**config.mk**
```make
export PLATFORM = sky130hd
export DESIGN_NAME = whpd_ram
export DESIGN_NICKNAME = d
export VERILOG_FILES = /design/src/whpd_ram.sv
export SDC_FILE = /design/constraint.sdc
export NUM_CORES = 1
export LEC_CHECK = 0
export ABC_AREA = 1
export ABC_CLOCK_PERIOD_IN_PS = 1300
export BUFFER_PORTS_ARGS = -buffer_cell sky130_fd_sc_hd__buf_2
export CORE_ASPECT_RATIO = 0.8
export CORE_MARGIN = 4
export CORE_UTILIZATION = 30
export CTS_CLUSTER_SIZE = 20
export DETAILED_ROUTE_END_ITERATION = 10
export HOLD_SLACK_MARGIN = 0.08
export MAX_ROUTING_LAYER = met4
export PLACE_DENSITY_LB_ADDON = 0.05
export SLEW_MARGIN = 10
export SYNTH_ARGS = -nofsm -noshare
export SYNTH_HDL_FRONTEND = slang
export SYNTH_SLANG_ARGS = --single-unit
```
**constraint.sdc**
```tcl
create_clock -name clk_i -period 1.3 [get_ports clk_i]
set_input_delay 0.065 -clock clk_i [delete_from_list [all_inputs] [get_ports clk_i]]
set_output_delay 0.065 -clock clk_i [all_outputs]
set_load 0.05 [all_outputs]
```
**src/whpd_ram.sv**
```systemverilog
// ----------------------------------------------------------------------------
// whpd_ram
// Generic single write port, single read port RAM with a registered read.
// ----------------------------------------------------------------------------
module whpd_ram #(
  parameter int Width = 8,
  parameter int Depth = 16
) (
  input  logic                     clk_i,
  input  logic                     we_i,
  input  logic [$clog2(Depth)-1:0] waddr_i,
  input  logic [Width-1:0]         wdata_i,
  input  logic                     re_i,
  input  logic [$clog2(Depth)-1:0] raddr_i,
  output logic [Width-1:0]         rdata_o
);

  logic [Width-1:0] mem_q [Depth];

  always_ff @(posedge clk_i) begin
    if (we_i) begin
      mem_q[waddr_i] <= wdata_i;
    end
    if (re_i) begin
      rdata_o <= mem_q[raddr_i];
    end
  end

endmodule

```
### Word-level counts from Yosys, hierarchy flattened

Memory sizes are Yosys's and may differ from the RTL's. A register that Yosys moved wholly into a read port is not among the register bits.
Index checks and enable logic that the tools add are counted.

* register bits after elaboration: 0
* bits in writable memories: 128
* input port bits: 19
* output and inout bits: 8
* word-level logic and storage cells: 3
* memories: 1

* multiplexer cells: 2

Memory list
* mem_q: depth 16, bits a word 8, read ports 1, clocked after memory_dff 1, write ports 1, RTL line 18 `logic [Width-1:0] mem_q [Depth];`

Operators with widths (count)
* 1-bit 2-to-1 mux: 2

### Logic depth before layout (Yosys ltp)

* depth after elaboration: 2
* gate-level depth with buffers: 8
* mapped depth without buffers: 7

### Worst setup path before layout

Ideal clock, no wire load.

* path kind: input-to-reg
* start point: input waddr_i[2]
* end point: memory mem_q[10][0] (enable)
* setup time: 370 ps
* data arrival time: 646 ps
* data required time: 930 ps
* setup slack: 284 ps
* stages: 2
* buffers on the path: 0
* cell sequence: nand3b_1 -> nor2_1

RTL lines
* from (decl): RTL line 11 `input logic [$clog2(Depth)-1:0] waddr_i,`
* to (decl): RTL line 18

No word-level cell before the write port.

### Worst setup path after layout

* start point: register rdata_o[4] (read register of mem_q)
* end point: output rdata_o[4]

RTL lines
* from (decl): RTL line 15 `output logic [Width-1:0] rdata_o`

No word-level cell between the ends.

==> impl_metrics.json <==
{
  "status": "complete, no violations",
  "finalNetCount": 630,
  "routabilityCongestion": 0.7237,
  "syn2layout_area_growth_pct": 19.79,
  "finalPower_mw": 9.837,
  "fmax_mhz": 856.2,
  "min_period_ns": 1.168,
  "routed_wl_um": 15600,
  "cp-end-kind": "output port",
  "cp_data_required_time_ns": 1.24,
  "synthMuxAreaShare": 0,
  "synth_area_um2": 5847,
  "cts_sinks": 136,
  "synth_top_family_by_area": "simple AND/OR/NAND/NOR gates",
  "cp_max_fo": 1,
  "die_area_um2": 21800,
  "grt_max_degree": 32,
  "io_buffer_count": 26,
  "yosys_warnings": 0,
  "hpwl_um": 10280,
  "start_kind": "flop",
  "grt_pass1_wl_um": 23930,
  "dieWidth_um": 164.1,
  "wl_per_cell_um": 17.71,
  "synth_simple_gate_area_frac": 0.2076,
  "synthTopCellsByArea": "edfxtp_1 70%, nand2_1 11%, nand3_1 8.3%",
  "tns_ns": 0,
  "drt_iter0_drc": 240,
  "cp_slowest_stage_delay_ns": 0.39,
  "cp.arrival_ns": 1.10,
  "core_area_um2": 19090,
  "rsz0062_at_grt": "no",
  "synth_top_area_share": 0.6985,
  "clockBufferDepth": 2,
  "synth_compound_area_frac": 0,
  "syn_nets": 570,
  "worstMarginPinSlew_ns": 0.4166,
  "met1_length_um": 8002,
  "synth_area_leader_cell": "edfxtp_1",
  "hold_viol": 0,
  "diodes": 0,
  "layout-drive-gt1-share": 0.1413,
  "grt_pass1_vias": 3722,
  "worst-path-buf-inv": 1,
  "final_util": 0.3670,
  "cts_max_level": 4,
  "via_count": 3853,
  "wl_met3_um": 803,
  "power_density_nw_per_um2": 1405,
  "p_leak_nw": 2.993,
  "ys_seq_area_frac": 0.6985,
  "drv_cap": 0,
  "final_antenna_net_count": 0,
  "synth-adder-area-share": 0,
  "avgSynthCellArea_um2": 10.61,
  "hp-class": "in -> reg",
  "antenna_found_initial": 0,
  "slew_headroom": 0.7222,
  "ios": 27,
  "ys_ff_latch": 136,
  "cts_buffers": 17,
  "clkTransAtPathRegs_ns": 0.06,
  "slew_violations": 0,
  "route.detailed.drc": 0,
  "clockRootBuffer": "clkbuf_16",
  "yosysUniqueCellTypes": 11,
  "post_cts_buffers": 0,
  "synthCells": 551,
  "start_util": 0.3063,
  "ir_worst_vdd_mv": 0.8323,
  "drt-pass1-iter-count": 6,
  "die_y_um": 132.9,
  "cts_tree": "built",
  "cp_slowest_cell": "edfxtp_1",
  "crit_family": "flip-flops",
  "period_share": 0.8984,
  "clkLatencyLatePin_ns": 0.42,
  "synth-xor-area-share": 0,
  "top_layer_used": "met4",
  "grt_overflow": 0,
  "critPathKind": "reg -> out",
  "path_cells": "buf_2",
  "grt_util_all_layers": 0.1560,
  "row_count": 45,
  "finClkSkew_ns": 0.007160,
  "setup_viol": 0,
  "route.met2.wl_um": 6647,
  "viasPerCell": 4.373
}
## stage by stage
stage	hold WS [ns]	cell area, um2	std cells	worst slack (ns)
after global routing	0.08963	7004	881	0.02599
after detailed placement	0.4484	6479	847	-0.006526
after floorplan	0.1639	5847	551	0.2842
final	0.08019	7004	881	0.1320
after global placement	0.4444	6479	847	-0.009609
after CTS	0.08037	7004	881	0.1229
## path summary, 6_finish.rpt
path | cells after the start | start | endpoint | slack [ns]
min reg2reg | 6 | mem_q[8][7]$_DFFE_PP_ | rdata_o[7]$_DFFE_PP_ | 0.76
max | 1 | rdata_o[4]$_DFFE_PP_ | rdata_o[4] | 0.13
min | 1 | wdata_i[3] | mem_q[8][3]$_DFFE_PP_ | 0.08
max reg2reg | 6 | mem_q[9][4]$_DFFE_PP_ | rdata_o[4]$_DFFE_PP_ | 0.14
## final cells by class
| class | instances | area, um2 |
|---|---|---|
| clock inverters | 12 | 62.56 |
| inverters | 102 | 382.9 |
| repair buffers | 65 | 505.5 |
| flip-flops and latches | 136 | 4084 |
| fillers | 1908 | 12080 |
| clock buffers | 19 | 432.9 |
| well taps | 258 | 322.8 |
| multi-input cells | 289 | 1214 |
## per-layer routing
layer  global-route usage  vias to the layer above
met1               0.2330                     1852
li1                     -                     1900
met4              0.03912                        0
met2               0.2146                       88
met5                    -                        -
met3              0.03363                       13
## power by group
part	switching (mW)	internal (mW)
combinational	0.525	0.226
sequential	0.0300	4.94
clock	1.74	2.37
total	2.30	7.54
## logic make-up (layout without fill, tap and decap cells)
family / count (synthesis) / in the layout
AND/OR/NAND/NOR: 289 / 289
flip-flops: 136 / 136
buffers and inverters: 126 / 198
## cell usage in the layout (no fill, tap or decap)
cell type	n
buf_12	6
buf_2	26
buf_4	30
clkbuf_1	2
clkbuf_16	17
clkinv_1	5
clkinv_2	4
clkinv_4	1
clkinvlp_4	2
dlygate4sd3_1	3
edfxtp_1	136
inv_1	100
inv_2	2
nand2_1	173
nand3_1	97
nand3b_1	2
nor2_1	17
## registers in the layout, indices dropped and copies added (netlist names)
signal	cells
mem_q	128
rdata_o	8
## synth_stat cells
cell / count
nand2_1: 173
edfxtp_1: 136
inv_1: 100
nand3_1: 97
nor2_1: 17
buf_2: 13
buf_6: 6
buf_4: 4
inv_2: 2
nand3b_1: 2
buf_1: 1
## timing repair
item                                   CTS  global route
hold buffers                             3             0
endpoints found under the hold margin   34             0
resized for setup                        0             0
(Power assumes the default switching activity.)
