===== src/whpd_pkg.sv =====
// ----------------------------------------------------------------------------
// whpd_pkg
// Shared types for the warehouse placement hull block.
// ----------------------------------------------------------------------------
package whpd_pkg;

  // Request to the shared multiplier.
  typedef struct packed {
    logic        start;
    logic [63:0] a;
    logic [63:0] b;
  } mul_req_t;

  // Result from the shared multiplier.
  typedef struct packed {
    logic         done;
    logic [127:0] prod;
  } mul_rsp_t;

endpackage


===== src/whpd_mul.sv =====
// ----------------------------------------------------------------------------
// whpd_mul
// Signed 64x64 to 128-bit multiplier built from one 32x32 unsigned multiplier
// that is used four times, followed by two sign correction steps.
// ----------------------------------------------------------------------------
module whpd_mul (
  input  logic                clk_i,
  input  logic                rst_ni,
  input  whpd_pkg::mul_req_t  req_i,
  output whpd_pkg::mul_rsp_t  rsp_o
);
  import whpd_pkg::*;

  logic [63:0]  a_q, b_q;
  logic [127:0] acc_q;
  logic [63:0]  prod_q;
  logic [6:0]   sh_q;
  logic [2:0]   cnt_q;
  logic         run_q, done_q;
  logic [31:0]  a_sel, b_sel;

  assign a_sel = cnt_q[1] ? a_q[63:32] : a_q[31:0];
  assign b_sel = cnt_q[0] ? b_q[63:32] : b_q[31:0];

  assign rsp_o.done = done_q;
  assign rsp_o.prod = acc_q;

  always_ff @(posedge clk_i or negedge rst_ni) begin
    if (!rst_ni) begin
      run_q  <= 1'b0;
      done_q <= 1'b0;
      cnt_q  <= '0;
    end else begin
      done_q <= 1'b0;
      if (req_i.start) begin
        run_q <= 1'b1;
        cnt_q <= '0;
      end else if (run_q) begin
        cnt_q <= cnt_q + 3'd1;
        if (cnt_q == 3'd6) begin
          run_q  <= 1'b0;
          done_q <= 1'b1;
        end
      end
    end
  end

  // Partial products are formed in steps 0..3 and summed in steps 1..4;
  // steps 5 and 6 turn the unsigned product into the signed one.
  always_ff @(posedge clk_i) begin
    if (req_i.start) begin
      a_q   <= req_i.a;
      b_q   <= req_i.b;
      acc_q <= '0;
    end else if (run_q) begin
      if (cnt_q < 3'd4) begin
        prod_q <= 64'(a_sel * b_sel);
        sh_q   <= 7'({1'b0, cnt_q[1]} + {1'b0, cnt_q[0]}) << 5;
      end
      if (cnt_q >= 3'd1 && cnt_q <= 3'd4) begin
        acc_q <= acc_q + ({64'b0, prod_q} << sh_q);
      end else if (cnt_q == 3'd5 && a_q[63]) begin
        acc_q[127:64] <= acc_q[127:64] - b_q;
      end else if (cnt_q == 3'd6 && b_q[63]) begin
        acc_q[127:64] <= acc_q[127:64] - a_q;
      end
    end
  end

endmodule


===== config.mk =====
export PLATFORM = sky130hd
export DESIGN_NAME = whpd_mul
export DESIGN_NICKNAME = d
export VERILOG_FILES = /design/src/whpd_pkg.sv /design/src/whpd_mul.sv
export SDC_FILE = /design/constraint.sdc
export NUM_CORES = 2
export LEC_CHECK = 0
export BUFFER_PORTS_ARGS = -buffer_cell sky130_fd_sc_hd__buf_2
export CORE_MARGIN = 1
export CORE_UTILIZATION = 55
export DETAILED_ROUTE_END_ITERATION = 7
export PLACE_DENSITY = 0.68
export SLEW_MARGIN = 20
export SYNTH_ARGS = -nofsm -noshare
export SYNTH_HDL_FRONTEND = slang
export SYNTH_SLANG_ARGS = --single-unit

===== constraint.sdc =====
create_clock -name clk_i -period 16.3 [get_ports clk_i]
set_input_delay 4.89 -clock clk_i [delete_from_list [all_inputs] [get_ports clk_i]]
set_output_delay 4.89 -clock clk_i [all_outputs]
set_load 0.05 [all_outputs]

After elaboration in Yosys (flattened, before gate mapping)
Index checks and enable logic that the tools add are counted.
{ "word_totals": {"reg_bits": 327, "latchBits": 0, "ram_bits": 0, "mem_bits_ro": 0, "output_inout_bits": 129, "elab_cells": 43, "n_memories": 0} }
{ "classes": {"add_sub_neg": 5, "n_mul": 1, "n_div": 0, "order_cmp": 3, "eq_ne": 2, "shifts": 1, "muxes": 13, "bitwise_logic": 1, "n_reduce_logical": 8} }
{ "op_table": {"columns": ["op", "count"], "rows": [
  ["64-bit two-way mux", 3],
  ["128-bit adder", 1],
  ["64-bit by 7-bit << shifter with 128-bit output", 1],
  ["64-bit subtractor", 2],
  ["32-bit by 32-bit multiplier with 64-bit output", 1],
  ["32-bit two-way mux", 2],
  ["3-bit == test, second input constant", 2],
  ["1-bit two-way mux", 6],
  ["3-bit two-way mux", 2],
  ["2-bit AND reduction", 2],
  ["3-bit by 1-bit adder with 3-bit output, second input constant", 1],
  ["3-bit by 1-bit >= comparator with 1-bit output, second input constant", 1],
  ["3-bit less-or-equal comparator, second input constant", 1],
  ["1-bit logical AND", 3],
  ["3-bit less-than comparator, second input constant", 1],
  ["3-bit AND reduction", 1],
  ["3-bit nonzero test", 1],
  ["1-bit by 1-bit adder with 2-bit output", 1],
  ["2-bit nonzero test", 1],
  ["1-bit inverter", 1]
]} }

Logic depth before layout (Yosys ltp)
{ "depth": {"depth_word": 5, "mapped_depth": 34, "ltp_nobuf": 30} }

Worst setup path before layout
Ideal clock, no wire load.
{ "synth_path": {"path_type": "flip-flop to flip-flop", "from": "reg cnt_q[0]", "to": "reg prod_q[57] (data pin)", "setup_ps": 260, "arrival_time_ps": 8682, "t_required_ps": 16040, "setup_slack_ps": 7359, "path_stages_with_launch": 32, "synth_period_minus_slack_ps": 8941, "path_cell_list": "dfrtp_1 > clkbuf_1 > buf_1 > buf_1 > mux2i_1 > clkbuf_1 > nor2_1 > fa_1 > inv_1 > fa_1 > fa_1 > fa_1 > inv_1 > fa_1 > inv_1 > fa_1 > inv_1 > fa_1 > fa_1 > ha_1 > clkbuf_1 > a21oi_1 > o21ai_0 > a41o_1 > a211oi_1 > nand2_1 > a21oi_2 > o41ai_1 > a221oi_1 > o21ai_1 > a31oi_1 > xnor2_1"} }
{ "synth_via": {"elab_chain_cells": 2} }
{ "synth_rtl": {"columns": ["item", "line_no", "source"], "rows": [
  ["start, declared", "whpd_mul.sv:18", "logic [2:0] cnt_q;"],
  ["start signal, assigned", "whpd_mul.sv:39", "cnt_q <= cnt_q + 3'd1;"],
  ["32-bit two-way mux", "whpd_mul.sv:23", "assign b_sel = cnt_q[0] ? b_q[63:32] : b_q[31:0];"],
  ["32-bit by 32-bit multiplier with 64-bit output", "whpd_mul.sv:57", "prod_q <= 64'(a_sel * b_sel);"],
  ["end signal, assigned", "whpd_mul.sv:57", null],
  ["end, declared", "whpd_mul.sv:16", "logic [63:0] prod_q;"]
]} }
Every way passes these cells.
A chain may end at the register's enable or synchronous reset.

Worst setup path after layout
{ "layout_path": {"from": "reg cnt_q[0]", "to": "reg prod_q[61] (data pin)"} }
Same word-level chain as after synthesis.

==> metrics.md <==
| Metric | Value |
|---|---|
| Core area | `0.1042 mm²` |
| Reg2Reg Depth | `28` |
| Post-Synthesis Cells | `6740` |
| Antenna Nets Post-Route | `0` |
| Reg-to-reg setup timing slack | `6300 ps` |
| Number of distinct library cells after synthesis | `87` |
| Worst-path fanout max | `48` |
| Setup-failing EPs final | `0` |
| Reg-to-reg endpoint | `prod_q[61]` |
| Die Ht | `327.2 µm` |
| Hold Crit Class | `flop to flop` |
| Max-slew headroom | `21.14%` |
| Fmax | `100.0 MHz` |
| Pre-CTS WS | `6458 ps` |
| Crit-path slowest cell | `dfrtp_4` |
| CTS Buffer Depth | `3` |
| Final Cycle Share | `61.34%` |
| Worst stage delay on the critical path | `1010 ps` |
| Vias per std cell | `6.507` |
| Hold Startpoint | `acc_q[47]` |
| Most frequent cells in the layout | `934 x inv_1, 898 x fa_1, 850 x nor2_1` |
| CTS tree | `yes` |
| Clock buffer count from CTS | `42` |
| Clock Latency Late Sink | `610 ps` |
| Commonest non-fill, non-tap cell in the layout | `inv_1` |
| IO buf count | `259` |
| Initial antenna violation count | `23` |
| Synth Cell Area | `0.05815 mm²` |
| Post-CTS setup buffer count | `0` |
| Vias in the first global route | `52470` |
| Worst Hold Path EP | `acc_q[47]` |
| RSZ-0062 raised after global routing | `false` |
| Post-cts resize count | `0` |
| Final Util | `59.68%` |
| Pins Over Slew Limit | `0` |
| CTS clk-pin slew, worst paths | `60 ps` |
| Hold Path Cell Cnt | `2` |
| Post-Route WL | `252.6 mm` |
| Htree depth | `2` |
| Max-cap violations | `0` |
| Pin count of the biggest net entering global routing | `83` |
| CP Capture Type | `flop` |
| Share of layout cells above drive strength 1 | `8.520%` |
| Clock Sinks | `327` |
| Gr ovfl total | `0` |
| Post-synth ARST share | `1.529%` |
| Outcome | `finished, final reports clean` |
| Placed Cells incl. Taps | `8099` |
| Synthesized area per cell | `8.628 µm²` |
| Final nets | `8249` |
| Sequential area share after synthesis | `14.64%` |
| Ys Warns | `0` |
| Final Hold Fails | `0` |
| Global-route wire length before repair | `359.0 mm` |
| Critical Path RT | `16650 ps` |
| Num rows | `118` |
| Die area | `0.1070 mm²` |
| CP arrival | `10350 ps` |
| Via count | `53270` |
| Critical path class | `flop to flop` |
| Die X-Extent | `327.2 µm` |
| Starting Density | `55.79%` |
| Post-Syn Nets | `8226` |
| Initial DRC count | `6147` |
| Worst-margin pin slew | `1158 ps` |
| Tmin final | `9998 ps` |
| Post-synth EDFFs | `194` |
| Layout area overhead | `6.967%` |
| Total global routing track utilization | `46.87%` |
| Worst setup margin | `6302 ps` |
| Layout Cells excl Fill | `8187` |
| Detailed Routing Iterations Pass 1 | `6` |
| Post-synthesis register bit count | `327` |
| Hold Buf Count CTS | `0` |
| Drt wl/cell | `30.85 µm` |
| IO Pins | `260` |
| CTS root buf | `clkbuf_16` |
| Cell mode on critical path | `fa_1` |
| Top_reg_cell synth | `edfxtp_1` |
| Crit start category | `flop` |
| Final GP Congestion | `1.068` |
| Dpl hpwl | `203.0 mm` |
| Setup TNS | `0 ps` |
| Reg2Reg Launch Point | `cnt_q[0]` |
| Clk_skew | `36.06 ps` |
| Post-detailed-route DRC marker count | `0` |
state kept, by name, summed over array words and instances (netlist names):
register and flops:
acc_q 128, prod_q 64, done_q 1, b_q 64
sh_q 2, a_q 64, run_q 1, cnt_q 3
worst max-delay path by stage:
stage / from / end / slack, ps / cells after the start
final: cnt_q[0] / prod_q[61] / 6300 / 28
after global placement: cnt_q[1] / prod_q[57] / 6620 / 28
after floorplan: cnt_q[0] / prod_q[57] / 7360 / 31
after CTS: cnt_q[0] / prod_q[63] / 6420 / 25
after detailed placement: cnt_q[0] / prod_q[63] / 6460 / 25
after global routing: cnt_q[1] / prod_q[61] / 5950 / 28
metal layers:
metal	vias to the layer above	routed length, µm	track usage (%)
met5	-	80	0
met2	3795	108800	70.76
met1	26220	87360	55.97
met3	1106	31980	14.71
met4	14	24340	35.78
li1	22130	-	-
cells in the mapped netlist (all sizes together) (9+ instances only):
master  count  area [µm²]
nor2b      52       325.3
a21oi     423        2128
or3        20       125.1
and2       40       250.2
xnor2     135        1182
mux2       65       732.0
o211ai     20       160.2
nor4       15       93.84
edfxtp    194        5826
a31oi      37       231.5
and4       15       131.4
a22oi      11       87.58
a221oi     23       207.7
ha        457        5718
o221ai     15       131.4
fa        898       17980
a211oi     42       320.3
nand4     102       638.1
nor3       59       300.3
o21a       33       247.7
mux2i     171        1712
inv       934        3506
a211o       9       78.83
a21boi     14       105.1
clkbuf    317        1192
and3       31       193.9
a21o      173        1299
o21ai     231        1164
a22o       33       289.0
o31ai      20       177.7
nand2     794        2980
dfxtp     128        2562
o22ai      17       112.6
o21bai     48       360.4
xor2       94       823.3
nand2b     25       156.4
nand3      57       285.3
nor2      852        3198
buf        46       201.4
cell families (layout without fill, tap and decap cells):
family                   count (synthesis)  after routing  synth area share, %
XOR/XNOR                               229            229                3.449
other                                    0             11                    0
AND/OR/NAND/NOR                       2084           2084                15.21
multiplexers                           236            236                4.202
adder cells (fa/ha/maj)               1355           1355                40.75
flip-flops                             327            327                14.64
buffers and inverters                 1297           1353                8.426
AO/OA/AOI/OAI                         1212           1212                13.33
layout make-up:
cell class	instances	area (µm²)
Antenna cell	11	27.53
Inverter	934	3506
Clock inverter	21	217.7
Fill cell	9470	42030
Timing Repair Buffer	342	1928
Tap cell	1380	1727
Multi-Input combinational cell	5116	45060
Clock buffer	56	1217
Sequential cell	327	8521
critical path: cells and delay by family (launching register included):
family | cells | cell delay, ps
DFF | 1 | 1010
AOI/OAI and AO/OA | 9 | 2510
and+or+nand+nor | 2 | 290
adders and majority gates | 9 | 4410
xor gates and xnor gates | 1 | 90
muxes | 1 | 260
buffers and inverters | 6 | 1100
through the flow:
| stage | area (µm²) | hold slack [ps] |
|---|---|---|
| 6_report | 62200 | 477.1 |
| 5_1_grt | 62180 | 505.4 |
| 4_1_cts | 62170 | 477.8 |
| 3_5_place_dp | 60730 | 469.2 |
| 3_3_place_gp | 60730 | 468.8 |
| 2_1_floorplan | 58150 | 605.4 |
Power is not shown: default switching activity piles up to over one toggle a cycle in this logic, so the estimate is an artifact.
